===== src/rtl/i2crp_pkg.sv =====
// Package for the I2C register pointer slave: defaults, register codes, reply type.
package i2crp_pkg;

   localparam int NUM_REGS_DEFAULT            = 11;
   localparam int CONTROL_REG_INDEX_DEFAULT   = 5;
   localparam int SEQ_DISABLE_BIT_DEFAULT     = 5;
   localparam int DIRECTION_REG_INDEX_DEFAULT = 0;

   localparam logic [7:0] DIRECTION_RESET = 8'hFF;
   localparam logic [7:0] ACK_DATA        = 8'h01;

   localparam int CSR_INDEX_W = 8;
   localparam logic [CSR_INDEX_W-1:0] CSR_SLAVE_ADDRESS = 8'd0;
   localparam logic [CSR_INDEX_W-1:0] CSR_ADDRESS_MASK  = 8'd1;

   // reply queue: one item makes at most three replies
   localparam int MAX_REPLIES = 3;
   localparam int QUEUE_DEPTH = 4;
   localparam int QUEUE_IDX_W = $clog2(QUEUE_DEPTH);
   localparam int QUEUE_CNT_W = $clog2(QUEUE_DEPTH + 1);

   typedef struct packed {
      logic       is_data;
      logic [7:0] address;
      logic [7:0] data;
      logic       last;
   } reply_type;

endpackage


===== src/rtl/i2c_register_pointer_slave.sv =====
// Top level: I2C slave register file with auto-incrementing register pointer.
//
// One bus event per req transfer (stop, start, write, read flags in any mix,
// handled in that order). All state updates for an event are done in the
// cycle it is taken; its zero to three replies (start ack, write ack, read
// data) go into a four-entry reply queue and leave one per cycle on rsp unless
// stalled, the final one of an event flagged by rsp_last. An event is taken in
// every cycle while the queue holds at most one reply, so events that cause
// one reply or none run at one per cycle unless rsp stalls; an event with
// several replies sends them in turn, so rsp sets the sustained rate. The
// register file lives in flip-flops and comes out of reset with the direction
// register at 0xFF and all others zero. csr_ready is always high; csr index 0
// is the slave address, 1 the address mask, other indexes are ignored.
module i2c_register_pointer_slave
   import i2crp_pkg::*;
#(
   parameter int NUM_REGS            = NUM_REGS_DEFAULT,
   parameter int CONTROL_REG_INDEX   = CONTROL_REG_INDEX_DEFAULT,
   parameter int SEQ_DISABLE_BIT     = SEQ_DISABLE_BIT_DEFAULT,
   parameter int DIRECTION_REG_INDEX = DIRECTION_REG_INDEX_DEFAULT
) (
   input  logic                   clock,
   input  logic                   reset,
   // bus events
   input  logic                   req_valid,
   output logic                   req_stall,
   input  logic                   req_is_stop,
   input  logic                   req_is_start,
   input  logic                   req_is_write,
   input  logic                   req_is_read,
   input  logic [7:0]             req_bus_address,
   input  logic [7:0]             req_data_byte,
   // replies
   output logic                   rsp_valid,
   input  logic                   rsp_stall,
   output logic                   rsp_reply_is_data,
   output logic [7:0]             rsp_reply_address,
   output logic [7:0]             rsp_reply_data,
   output logic                   rsp_last,
   // configuration
   input  logic                   csr_valid,
   output logic                   csr_ready,
   input  logic [CSR_INDEX_W-1:0] csr_index,
   input  logic [7:0]             csr_data
);

   localparam int IDX_W = (NUM_REGS > 1) ? $clog2(NUM_REGS) : 1;
   localparam logic [8:0] NUM_REGS_9 = 9'(NUM_REGS);
   // control / direction registers may sit outside the file
   localparam bit CTRL_IN_FILE = (CONTROL_REG_INDEX < NUM_REGS);
   localparam bit DIR_IN_FILE  = (DIRECTION_REG_INDEX < NUM_REGS);
   localparam int CTRL_IDX     = CTRL_IN_FILE ? CONTROL_REG_INDEX : 0;
   localparam int SEQ_BIT      = SEQ_DISABLE_BIT & 7;

   // configuration registers
   logic [7:0] slave_address_ff, address_mask_ff;

   // slave state
   logic [7:0] selected_ff,  selected_in;
   logic       loaded_ff,    loaded_in;
   logic [7:0] pointer_ff,   pointer_in;
   logic [7:0] regs_ff [NUM_REGS];
   logic [7:0] regs_in [NUM_REGS];

   // reply queue, slot 0 is the head
   reply_type              queue_ff [QUEUE_DEPTH];
   reply_type              queue_in [QUEUE_DEPTH];
   logic [QUEUE_CNT_W-1:0] count_ff, count_in;

   logic req_take, rsp_take;

   assign req_stall = (count_ff > QUEUE_CNT_W'(1));
   assign req_take  = req_valid && !req_stall;
   assign rsp_valid = (count_ff != '0);
   assign rsp_take  = rsp_valid && !rsp_stall;
   assign csr_ready = 1'b1;

   assign rsp_reply_is_data = queue_ff[0].is_data;
   assign rsp_reply_address = queue_ff[0].address;
   assign rsp_reply_data    = queue_ff[0].data;
   assign rsp_last          = queue_ff[0].last;

   // pointer step: wraps to 0 at the end of the file, also from out of range; holds when hold is set
   function automatic logic [7:0] next_pointer(input logic [7:0] ptr, input logic hold);
      logic [8:0] inc;
      inc = {1'b0, ptr} + 9'd1;
      if (hold)
         return ptr;
      else if (inc >= NUM_REGS_9)
         return 8'd0;
      else
         return inc[7:0];
   endfunction

   // ---------------------------------------------------------------------
   // event evaluation
   // ---------------------------------------------------------------------
   logic       match, active, do_write, do_read, store_en, seq_hold;
   logic [7:0] sel_a, ptr_a, ptr_b, ptr_c, read_value, keep;
   logic       loaded_a;
   reply_type  start_rep, write_rep, read_rep;
   reply_type  replies [MAX_REPLIES];
   logic [1:0] num_replies;

   always_comb begin
      keep  = ~address_mask_ff;
      match = ((slave_address_ff & keep) == (req_bus_address & keep));

      // stop, then start
      sel_a    = req_is_stop ? 8'd0 : selected_ff;
      ptr_a    = req_is_stop ? 8'd0 : pointer_ff;
      loaded_a = (req_is_stop || req_is_start) ? 1'b0 : loaded_ff;
      if (req_is_start)
         sel_a = match ? req_bus_address : 8'd0;

      // a selected address of zero counts as deselected
      active   = (sel_a != 8'd0);
      do_write = active && req_is_write;
      do_read  = active && req_is_read;
      store_en = do_write && loaded_a && ({1'b0, ptr_a} < NUM_REGS_9);

      for (int k = 0; k < NUM_REGS; k++) begin
         regs_in[k] = (store_en && (ptr_a == 8'(k))) ? req_data_byte : regs_ff[k];
      end

      // sequential-disable sees the file after this event's write
      seq_hold = CTRL_IN_FILE && regs_in[CTRL_IDX][SEQ_BIT];

      ptr_b = ptr_a;
      if (do_write)
         ptr_b = loaded_a ? next_pointer(ptr_a, seq_hold) : req_data_byte;

      read_value = 8'd0;
      if ({1'b0, ptr_b} < NUM_REGS_9)
         read_value = regs_in[ptr_b[IDX_W-1:0]];
      ptr_c = do_read ? next_pointer(ptr_b, seq_hold) : ptr_b;

      selected_in = sel_a;
      pointer_in  = ptr_c;
      loaded_in   = loaded_a || do_write || do_read;

      start_rep  = '{is_data: 1'b0, address: req_bus_address, data: ACK_DATA, last: 1'b0};
      write_rep  = '{is_data: 1'b0, address: sel_a, data: ACK_DATA, last: 1'b0};
      read_rep   = '{is_data: 1'b1, address: sel_a, data: read_value, last: 1'b0};

      // pack the replies in order
      for (int k = 0; k < MAX_REPLIES; k++) begin
         replies[k] = read_rep;
      end
      num_replies = 2'd0;
      if (req_is_start && match) begin
         replies[num_replies] = start_rep;
         num_replies          = num_replies + 2'd1;
      end
      if (do_write) begin
         replies[num_replies] = write_rep;
         num_replies          = num_replies + 2'd1;
      end
      if (do_read) begin
         replies[num_replies] = read_rep;
         num_replies          = num_replies + 2'd1;
      end
      if (num_replies != 2'd0)
         replies[num_replies - 2'd1].last = 1'b1;
   end

   // ---------------------------------------------------------------------
   // reply queue: shift on pop, append behind what stays
   // ---------------------------------------------------------------------
   logic [QUEUE_CNT_W-1:0] base, push_cnt;
   logic [QUEUE_CNT_W-1:0] offset;

   always_comb begin
      base     = count_ff - QUEUE_CNT_W'(rsp_take);
      push_cnt = req_take ? QUEUE_CNT_W'(num_replies) : '0;
      for (int k = 0; k < QUEUE_DEPTH; k++) begin
         offset = QUEUE_CNT_W'(k) - base;
         if (rsp_take && (k < QUEUE_DEPTH - 1))
            queue_in[k] = queue_ff[k + 1];
         else
            queue_in[k] = queue_ff[k];
         if ((QUEUE_CNT_W'(k) >= base) && (offset < push_cnt))
            queue_in[k] = replies[offset[1:0]];
      end
      count_in = base + push_cnt;
   end

   always_ff @(posedge clock) begin
      if (reset) begin
         slave_address_ff <= 8'd0;
         address_mask_ff  <= 8'd0;
         selected_ff      <= 8'd0;
         loaded_ff        <= 1'b0;
         pointer_ff       <= 8'd0;
         count_ff         <= '0;
         for (int k = 0; k < NUM_REGS; k++) begin
            regs_ff[k] <= (DIR_IN_FILE && (k == DIRECTION_REG_INDEX)) ? DIRECTION_RESET : 8'd0;
         end
      end else begin
         if (csr_valid && csr_ready) begin
            if (csr_index == CSR_SLAVE_ADDRESS)
               slave_address_ff <= csr_data;
            else if (csr_index == CSR_ADDRESS_MASK)
               address_mask_ff <= csr_data;
         end
         if (req_take) begin
            selected_ff <= selected_in;
            loaded_ff   <= loaded_in;
            pointer_ff  <= pointer_in;
            regs_ff     <= regs_in;
         end
         count_ff <= count_in;
      end
   end

   // payload, no reset
   always_ff @(posedge clock) begin
      queue_ff <= queue_in;
   end

   // ---------------------------------------------------------------------
   // assertions
   // ---------------------------------------------------------------------
   a_count_bound: assert property (@(posedge clock) disable iff (reset)
      count_ff <= QUEUE_CNT_W'(QUEUE_DEPTH))
      else $error("reply queue overflow");

   // replies of one event stay together: a non-final head has its successor queued
   a_group_whole: assert property (@(posedge clock) disable iff (reset)
      rsp_valid && !rsp_last |-> count_ff >= QUEUE_CNT_W'(2))
      else $error("reply group split in queue");

   a_stop_deselect: assert property (@(posedge clock) disable iff (reset)
      req_take && req_is_stop && !req_is_start |=> selected_ff == 8'd0 && pointer_ff == 8'd0)
      else $error("stop did not deselect");

   a_quiet_no_push: assert property (@(posedge clock) disable iff (reset)
      !req_take && !rsp_take |=> count_ff == $past(count_ff))
      else $error("reply queue changed without a transfer");

endmodule

===== config.mk =====
export PLATFORM = sky130hd
export DESIGN_NAME = i2c_register_pointer_slave
export DESIGN_NICKNAME = d
export VERILOG_FILES = /design/src/rtl/i2crp_pkg.sv /design/src/rtl/i2c_register_pointer_slave.sv
export SDC_FILE = /design/constraint.sdc
export NUM_CORES = 1
export LEC_CHECK = 0
export CORE_AREA = 2 2 191 212
export CTS_BUF_LIST = sky130_fd_sc_hd__clkbuf_8
export DETAILED_ROUTE_END_ITERATION = 8
export DIE_AREA = 0 0 193 214
export DONT_BUFFER_PORTS = 1
export SKIP_LAST_GASP = 1
export SYNTH_ARGS = -nofsm -noshare
export SYNTH_HDL_FRONTEND = slang
export SYNTH_SLANG_ARGS = --single-unit

===== constraint.sdc =====
create_clock -name clock -period 14.95 [get_ports clock]
set_input_delay 2.99 -clock clock [delete_from_list [all_inputs] [get_ports clock]]
set_output_delay 2.99 -clock clock [all_outputs]
set_load 0.02 [all_outputs]

==> flow_summary.toml, run 1 <==
[detailed_routing]
via_per_inst = 5.440
drt_first_iter_violations = 921
ant_nets = 0
dr.pass1.iters = 5
remaining_drc_errors = 0
routed-via-count = 9699
wl_per_cell_um = 18.69
wirelength_um = 33330

[sta]
setup_tns_ps = 0
slew_viol_final = 0
setup_violations = 0
period_share_pct = 49.35
fmaxAchievable_mhz = 135.5
finClkSkew_ps = 20.75
rsz0062_at_grt = "false"
tightestPinTransition_ps = 1021
hold_viol_final = 0
layout_setup_ws_ps = 7572
finalCriticalPeriod_ps = 7378
maxSlewHeadroom_pct = 31.74

[final_layout]
fillers = 4121
seq_area_um2 = 4644
stdcell_count = 1783
multi_input_area_um2 = 5928
final_cell_area_um2 = 11780
num-nets-final = 1328
diodes = 0
area_growth_pct = 5.088
drive_gt1_share_pct = 5.799

[place]
dpl.hpwl_um = 23500
io_buffers = 0
dp.cells = 1751
placed_cell_area_um2 = 11380
place_congestion = 0.9097
post-place-ws_ps = 7161

[grt]
antenna_found_initial = 0
met1_usage_pct = 20.97
met3_usage_pct = 3.048
grtUsageMet2_pct = 26.68
grt-busiest-layer = "met2"
grt.total_usage_pct = 16.11
grt_remaining_overflow = 0
grt_max_degree = 126
grt_pass1_vias = 9124
grt_pass1_wl_um = 52290

[die]
dieArea_um2 = 41300
core_area_um2 = 38990
io_pins = 62
dieWidth_um = 193
die_h_um = 214
initial_core_util_pct = 28.76
fp-row-count = 76

[synth]
synth_edf_count = 72
syn_inst = 1346
synth_most_common_cell = "nand2_1"
ys_ff_latch = 196
synth_top_area_share_pct = 22.14
async_reset_ff_share_pct = 0
yosys.area.top_type = "dfxtp_1"
yosysWarnings = 0
synth_seq_area_share_pct = 41.42
synth_top_flop_cell = "dfxtp_1"
synthTopCellsByCount = "nand2_1, dfxtp_1, a21oi_1"
synth_area_leaders = "dfxtp_1, edfxtp_1, nand2_1"
syn-num-nets = 1411
synth_area_per_cell_um2 = 8.331
synth.distinct_cells = 94
netlist_area_um2 = 11210

[worst_hold_path]
hold_path.class = "reg2reg"
whs_path_depth = 2

[worst_setup_path]
cp_slowest_stage_delay_ps = 510
worstPathMaxFanout = 48
critPathTopFamily = "compound AO/OA/AOI/OAI gates"
reg2reg_depth = 14
required_ps = 15200
cp_data_arrival_time_ps = 7630
crit_type = "in2reg"
critPathLaunchType = "primary input"
worst-path-buf-inv = 3
end_kind = "register"
cp.depth = 16
crit_chain = "nand2b_1 > inv_1 > ha_1 > and4b_1 > o211ai_1 > a32oi_1 > nand4b_1 > o21ai_4 > a21oi_2 > buf_4 > inv_4 > mux2i_2 > a2111oi_0 > o21ai_0 > a32oi_1 > o21ai_0"
slowest_stage = "o21ai_4"

[clocking]
holdBufCountCts = 0
insertion_delay_ps = 510
cts.sinks = 196
cts_max_path_buffers = 2
cts-root-buf = "clkbuf_8"
clk_pin_slew_ps = 120
postCtsSetupRepairBufs = 0
cts_htree_levels = 4
cts_inserted_buffers = 17
cts_tree = "yes"
cts_resized = 0

[power]
ir_worst_vdd_v = 0.00007627
leakagePower_nw = 3.917
power.density_nw_per_um2 = 152.4

[run]
maxCapViolations = 0

[status]
status = "finished clean"
worst reg2reg max path, delay by kind of cell (launching register included):
family | cells | cell delay [ps]
fa+ha+maj | 4 | 1660
simple gates | 4 | 1750
buf+inv | 2 | 400
compound gates | 4 | 1360
flops | 1 | 340
area by class of cell:
type | instances | area share [%]
Inverter | 31 | 1.009
Clock buffer | 17 | 1.986
Clock inverter | 15 | 1.455
Timing Repair Buffer | 7 | 0.4460
Tap cell | 507 | 5.383
Sequential cell | 196 | 39.41
Multi-Input combinational cell | 1010 | 50.31
cells by family after synthesis:
logic type               Yosys count  share of synthesized area [%]
AO/OA/AOI/OAI                    380                          22.95
XOR/XNOR                          16                          1.250
adder cells (fa/ha/maj)           24                          2.745
buffers and inverters            140                          5.713
flip-flops                       196                          41.42
multiplexers                      34                          3.236
other                              1                        0.03344
AND/OR/NAND/NOR                  555                          22.65
registers in the layout, summed over array words and instances (netlist names):
register and cells:
regs_ff 88, queue_ff 54, address_mask_ff 8, pointer_ff 8, rsp_reply_address 8, rsp_reply_data 8, selected_ff 8, slave_address_ff 8
count_ff 3, loaded_ff 1, rsp_last 1, rsp_reply_is_data 1
per-stage QoR:
step / total power [W] / hold slack (ps) / utilization, %
floorplan: 0.001320 / 426.8 / -
global placement: 0.001439 / 430.1 / 29.18
detailed placement: 0.001452 / 439.0 / 29.18
CTS: 0.001809 / 452.7 / 30.22
global route: 0.001915 / 483.0 / 30.22
finish: 0.001796 / 454.0 / 30.22
cell usage in the layout (no fill, tap or decap), types with 23 or more instances in the layout:
cell type,n
a211oi_1,46
a21oi_1,113
and3_1,24
dfxtp_1,124
edfxtp_1,72
ha_1,23
inv_1,27
mux2i_1,30
nand2_1,283
nand3_1,31
nor2_1,103
o21ai_0,62
final timing paths:
kind / to / slack [ps] / from
hold / removal: regs_ff[21] / 450 / regs_ff[21]
setup reg to reg: queue_ff[26] / 9230 / count_ff[2]
setup / recovery: queue_ff[38] / 7570 / req_is_stop
hold reg to reg: regs_ff[21] / 450 / regs_ff[21]
layer usage:
| metal | routed length (µm) | share of wire (%) |
|---|---|---|
| met5 | 0 | 0 |
| met4 | 745 | 2.2 |
| met3 | 1817 | 5.5 |
| met2 | 16050 | 48 |
| met1 | 14710 | 44 |
power breakdown:
group          switching [W]  internal (W)
Clock               0.000230      0.000129
Combinational       0.000418      0.000187
Sequential         0.0000778      0.000755
Power figures use the tool's default switching activity.
==> inputs of run 2 (changes only) <==
==> constraint.sdc (replaced) <==
create_clock -name clock -period 6 [get_ports clock]
set_input_delay 1.2 -clock clock [delete_from_list [all_inputs] [get_ports clock]]
set_output_delay 1.2 -clock clock [all_outputs]
set_load 0.02 [all_outputs]
==> run 2 against run 1 <==
Sequential cell count unchanged. Critical path type unchanged. Largest cell class unchanged. Sequential power grew 150%. Critical endpoint is now queue_ff[41]. Register-to-register slack lost 8000 ps. Routed wire length unchanged.
==> flow_summary.toml, run 2 (synthesis gave the netlist of run 1 again) <==
[worst_setup_path]
r2r-end = "queue_ff[41]"
worst-path-buf-inv = 2
critPathLaunchType = "primary input"
end_kind = "register"
slowest_stage = "mux2i_1"
crit_chain = "nand2b_1 > inv_1 > ha_1 > and4_1 > mux2i_1 > nand3_4 > a21oi_2 > buf_4 > mux2i_1 > a211oi_1 > o21ai_0 > a32oi_1 > o21ai_0"
cp_data_arrival_time_ps = 5350
rr_startpoint = "pointer_ff[0]"
worstPathMaxFanout = 28
required_ps = 6350
cp_slowest_stage_delay_ps = 630
crit_type = "in2reg"
r2r_slack_ps = 1270
reg2reg_depth = 13
critPathTopFamily = "compound AO/OA/AOI/OAI gates"

[place]
io_buffers = 0
place_congestion = 0.8987
dpl.hpwl_um = 23660

[die]
io_pins = 62
dieArea_um2 = 41300
core_area_um2 = 38990
initial_core_util_pct = 28.76
fp-row-count = 76
dieWidth_um = 193
die_h_um = 214

[sta]
setup_tns_ps = 0
fmaxAchievable_mhz = 199.9
setup_violations = 0
finalCriticalPeriod_ps = 5004
rsz0062_at_grt = "false"
hold_viol_final = 0
finClkSkew_ps = 16.02
period_share_pct = 83.39
tightestPinTransition_ps = 1094
slew_viol_final = 0
maxSlewHeadroom_pct = 26.78

[power]
leakagePower_nw = 3.988
ir_worst_vdd_v = 0.0002085
power.density_nw_per_um2 = 378.3

[worst_hold_path]
min_from = "regs_ff[67]"
hold_path.class = "reg2reg"
whs_path_depth = 2
holdPathEnd = "regs_ff[67]"

[clocking]
clk_pin_slew_ps = 100
postCtsSetupRepairBufs = 0
cts_tree = "yes"
cts_resized = 0
holdBufCountCts = 0
cts.sinks = 196
cts_htree_levels = 4
cts_max_path_buffers = 2
insertion_delay_ps = 520
cts-root-buf = "clkbuf_8"
cts_inserted_buffers = 17

[detailed_routing]
wl_per_cell_um = 18.55
wl_met3_um = 2152
dr.pass1.iters = 8
via_per_inst = 5.387
ant_nets = 0
wirelength_um = 33330
drt_first_iter_violations = 1026
remaining_drc_errors = 0
dr.max_layer_used = "met4"
wl_met1_um = 14200
wl_met2_um = 16070
routed-via-count = 9681

[run]
maxCapViolations = 0

[grt]
grt_max_degree = 126
grt.total_usage_pct = 16.32
grt_pass1_vias = 9269
antenna_found_initial = 0
grt_remaining_overflow = 0
grt_pass1_wl_um = 52460

[final_layout]
layout_common_cells = "nand2_1, dfxtp_1, a21oi_1"
largest-register = "regs_ff"
diodes = 0
reg_top3 = "regs_ff (88), queue_ff (54)"
num-nets-final = 1342
area_growth_pct = 5.835
drive_gt1_share_pct = 6.744
fin_util_pct = 30.44
layout_commonest_cell = "nand2_1"
largest_reg_flops = 88

[status]
status = "finished clean"
==> run 2: cell types whose count changed in the layout (fill, tap and decap cells not counted), sizes merged <==
cell    change
buf        +14
clkinv      -2
clkbuf      +1
inv         +1
==> run 2: metal layers <==
| layer | track usage (%) | vias up |
|---|---|---|
| met5 | 0 | - |
| met4 | 6.010 | 0 |
| li1 | - | 4698 |
| met2 | 27.16 | 346 |
| met3 | 3.883 | 63 |
| met1 | 20.37 | 4574 |
==> run 2: final cells by class <==
class	instances	area, µm²
flip-flops and latches	196	4644
well taps	507	634.4
multi-input cells	1010	5928
fillers	4137	27120
clock buffers	18	247.7
inverters	31	118.9
repair buffers	21	157.7
clock inverters	14	136.4
==> run 2: tightest hold or removal path, delay by kind of cell (launching register included) <==
kind / cells / cell delay, ps
AO/OA/AOI/OAI: 1 / 50
flip-flops: 1 / 320
AND/OR/NAND/NOR: 1 / 50
==> run 2: worst max path at each step <==
stage	startpoint	slack, ps	to	depth (start not counted)
floorplan	req_is_stop	700	queue_ff[26]	20
global placement	req_is_stop	640	queue_ff[43]	16
detailed placement	req_is_stop	510	queue_ff[41]	13
CTS	req_is_stop	1070	queue_ff[41]	13
global route	req_is_stop	590	queue_ff[41]	13
finish	req_is_stop	1000	queue_ff[41]	13
==> run 2: stage by stage <==
| stage | setup slack [ps] | area (µm²) | std cells | hold WS (ps) | total power (W) |
|---|---|---|---|---|---|
| after floorplan | 702.9 | 11210 | 1346 | 426.8 | 0.003289 |
| after global placement | 644.4 | 11480 | 1765 | 433.3 | 0.003637 |
| after detailed placement | 514.3 | 11480 | 1765 | 441.2 | 0.003664 |
| after CTS | 1070 | 11870 | 1797 | 455.7 | 0.004523 |
| after global routing | 589.7 | 11870 | 1797 | 462.9 | 0.004800 |
| final | 996.3 | 11870 | 1797 | 453.0 | 0.004490 |
==> run 2: report_power, final <==
part | switching, W | leakage [nW] | internal, W
registers | 0.000199 | 1.68 | 0.00188
clock network | 0.000537 | 0.204 | 0.000320
logic | 0.00105 | 2.10 | 0.000507
total | 0.00179 | 3.99 | 0.00270
==> inputs of run 3 (changes only) <==
--- a/config.mk
+++ b/config.mk
@@ -5,10 +5,11 @@
 export SDC_FILE = /design/constraint.sdc
 export NUM_CORES = 1
 export LEC_CHECK = 0
-export CORE_AREA = 2 2 191 212
+export ABC_AREA = 1
+export CORE_AREA = 2 2 201 222
 export CTS_BUF_LIST = sky130_fd_sc_hd__clkbuf_8
 export DETAILED_ROUTE_END_ITERATION = 8
-export DIE_AREA = 0 0 193 214
+export DIE_AREA = 0 0 203 224
 export DONT_BUFFER_PORTS = 1
 export SKIP_LAST_GASP = 1
 export SYNTH_ARGS = -nofsm -noshare
==> constraint.sdc (replaced) <==
create_clock -name clock -period 4.8 [get_ports clock]
set_input_delay 0.96 -clock clock [delete_from_list [all_inputs] [get_ports clock]]
set_output_delay 0.96 -clock clock [all_outputs]
set_load 0.02 [all_outputs]
==> run 3 against run 2 <==
Via count up 17%. Design area up 13%. Sequential cell count unchanged. Setup slack worse by 250 ps. Synthesized cell count up 33%. Combinational power rose to 3.8 times the previous value. Sequential share of layout area down 4.4 points. Register-to-register slack worse by 420 ps. Clock power up 37%. First-iteration DRC count down 4.5%. Total power up 130%.
==> flow_summary.toml, run 3 <==
[worst_setup_path]
end_kind = "register"
critPathTopFamily = "simple AND/OR/NAND/NOR gates"
crit_chain = "nor2_1 > inv_1 > nor2_1 > inv_1 > nand2_1 > inv_1 > nand2_1 > nor2_1 > nand2_2 > nand2_1 > ha_1 > nand2_1 > o21ai_0 > nor2_1 > inv_1 > ha_1 > a2111oi_0 > inv_2 > buf_4 > a22o_1"
cp_slowest_stage_delay_ps = 580
slowest_stage = "a2111oi_0"
worst-path-buf-inv = 6
crit_type = "in2reg"
critPathLaunchType = "primary input"
worstPathMaxFanout = 18
required_ps = 5090
cp_data_arrival_time_ps = 4340

[sta]
period_share_pct = 84.43
tightestPinTransition_ps = 1187
setup_tns_ps = 0
maxSlewHeadroom_pct = 20.23
finalCriticalPeriod_ps = 4053
hold_viol_final = 0
setup_violations = 0
finClkSkew_ps = 25.70
slew_viol_final = 0
layout_setup_ws_ps = 747.4
rsz0062_at_grt = "false"
fmaxAchievable_mhz = 246.8

[place]
io_buffers = 0
place_congestion = 0.9344
dpl.hpwl_um = 24660
post-place-ws_ps = 218.2
dp.cells = 2299

[clocking]
cts_resized = 0
cts_inserted_buffers = 17
cts_htree_levels = 4
insertion_delay_ps = 530
cts_max_path_buffers = 2
cts-root-buf = "clkbuf_8"
holdBufCountCts = 0
cts_tree = "yes"
clk_pin_slew_ps = 100
cts.sinks = 196
postCtsSetupRepairBufs = 0

[final_layout]
layout_commonest_cell = "nand2_1"
diodes = 0
fin_util_pct = 31.03
area_growth_pct = 7.907
layout_common_cells = "nand2_1, inv_1, o21ai_0"
reg_top3 = "regs_ff (88), queue_ff (54)"
largest_reg_flops = 88
largest-register = "regs_ff"
fillers = 4621
stdcell_count = 2330
num-nets-final = 1809
drive_gt1_share_pct = 9.510

[detailed_routing]
dr.pass1.iters = 5
ant_nets = 0
wirelength_um = 34800
remaining_drc_errors = 0
via_per_inst = 4.873
drt_first_iter_violations = 980
routed-via-count = 11355
wl_per_cell_um = 14.93

[synth]
synth_seq_area_share_pct = 37.44
synth_area_per_cell_um2 = 6.915
synthTopCellsByCount = "nand2_1, inv_1, o21ai_0"
netlist_area_um2 = 12410
async_reset_ff_share_pct = 0
synth.distinct_cells = 58
syn-num-nets = 1859
synth_top_flop_cell = "dfxtp_1"
yosysWarnings = 0
synth_top_area_share_pct = 20.01
synth_edf_count = 72
synth_area_leaders = "dfxtp_1, edfxtp_1, nand2_1"
synth_most_common_cell = "nand2_1"
ys_ff_latch = 196
yosys.area.top_type = "dfxtp_1"
syn_inst = 1794

[grt]
grt_pass1_vias = 10266
grt_max_degree = 69
grt_remaining_overflow = 0
grt.total_usage_pct = 15.37
antenna_found_initial = 0
grt_pass1_wl_um = 55280

[power]
comb_power_share_pct = 58.3
seq_power_share_pct = 30.3
power_frac_clock_pct = 11.5
ir_worst_vdd_v = 0.0005419
p_int_w = 0.005076
swShare_pct = 50.19
leakagePower_nw = 6.121
p_switching_w = 0.005115
power.total_w = 0.01019
power.density_nw_per_um2 = 761.3

[die]
core_area_um2 = 43140
initial_core_util_pct = 28.76
dieWidth_um = 203
dieArea_um2 = 45470
die_h_um = 224
io_pins = 62
fp-row-count = 80

[worst_hold_path]
hold_path.class = "reg2reg"

[run]
maxCapViolations = 0

[status]
status = "finished clean"
## run 3: cell count changes in the layout (fill, tap and decap cells not counted), sizes merged, moves of 29 or more
cell / before / now
buf: 21 / 50
nand4: 8 / 43
inv: 41 / 240
o21ai: 75 / 242
nor2: 103 / 137
a211oi: 48 / 6
nand2: 284 / 450
o211ai: 2 / 40
nand3: 32 / 146
mux2i: 32 / 1
## run 3: worst paths after layout
kind	slack [ps]	depth (start not counted)	end	start
max reg2reg	850	11	queue_ff[18]	count_ff[2]
max	750	20	rsp_last	req_is_start
min	450	2	address_mask_ff[6]	address_mask_ff[6]
min reg2reg	450	2	address_mask_ff[6]	address_mask_ff[6]
## run 3: power by group through the flow
stage	sequential (W)	combinational (W)	clock [W]
global placement	0.00311	0.00580	0
global route	0.00315	0.00669	0.00126
CTS	0.00309	0.00591	0.00120
finish	0.00309	0.00594	0.00117
floorplan	0.00296	0.00459	0
detailed placement	0.00313	0.00588	0
## run 3: worst min-delay path, stage by stage, from the launching register on
cell and delay (ps):
dfxtp_1 320, inv_2 50, a21oi_1 50
## run 3: cell type report
cell class / instances / area (µm²) / area share (%)
timing repair buffer: 50 / 400.4 / 2.991
sequential: 196 / 4644 / 34.69
clock buffer: 17 / 234.0 / 1.748
clock inverter: 14 / 180.2 / 1.346
multi-input combinational: 1238 / 6299 / 47.05
tap: 574 / 718.2 / 5.365
inverter: 241 / 910.9 / 6.804
## run 3: metrics by stage
step / area (µm²) / hold slack, ps
finish: 13390 / 452.5
global route: 13390 / 477.4
CTS: 13390 / 454.9
global placement: 12970 / 434.2
floorplan: 12410 / 423.4
detailed placement: 12970 / 438.3
## run 3: logic make-up (layout without fill, tap and decap cells)
kind of cell | count (synthesis) | after routing | share of synthesized area [%]
other cells | 1 | 1 | 0.03023
compound gates | 405 | 405 | 18.62
simple gates | 801 | 801 | 28.99
mux | 2 | 2 | 0.1715
xor+xnor | 5 | 5 | 0.3530
buf+inv | 360 | 322 | 11.92
flops | 196 | 196 | 37.44
fa+ha+maj | 24 | 24 | 2.481
## run 3: routing by layer
metal	GRT usage, %	up-vias	wire length [µm]
met1	19.47	5184	15210
met5	0	-	0
met2	25.76	325	16600
li1	-	5791	-
met4	6.263	0	913
met3	2.779	55	2072
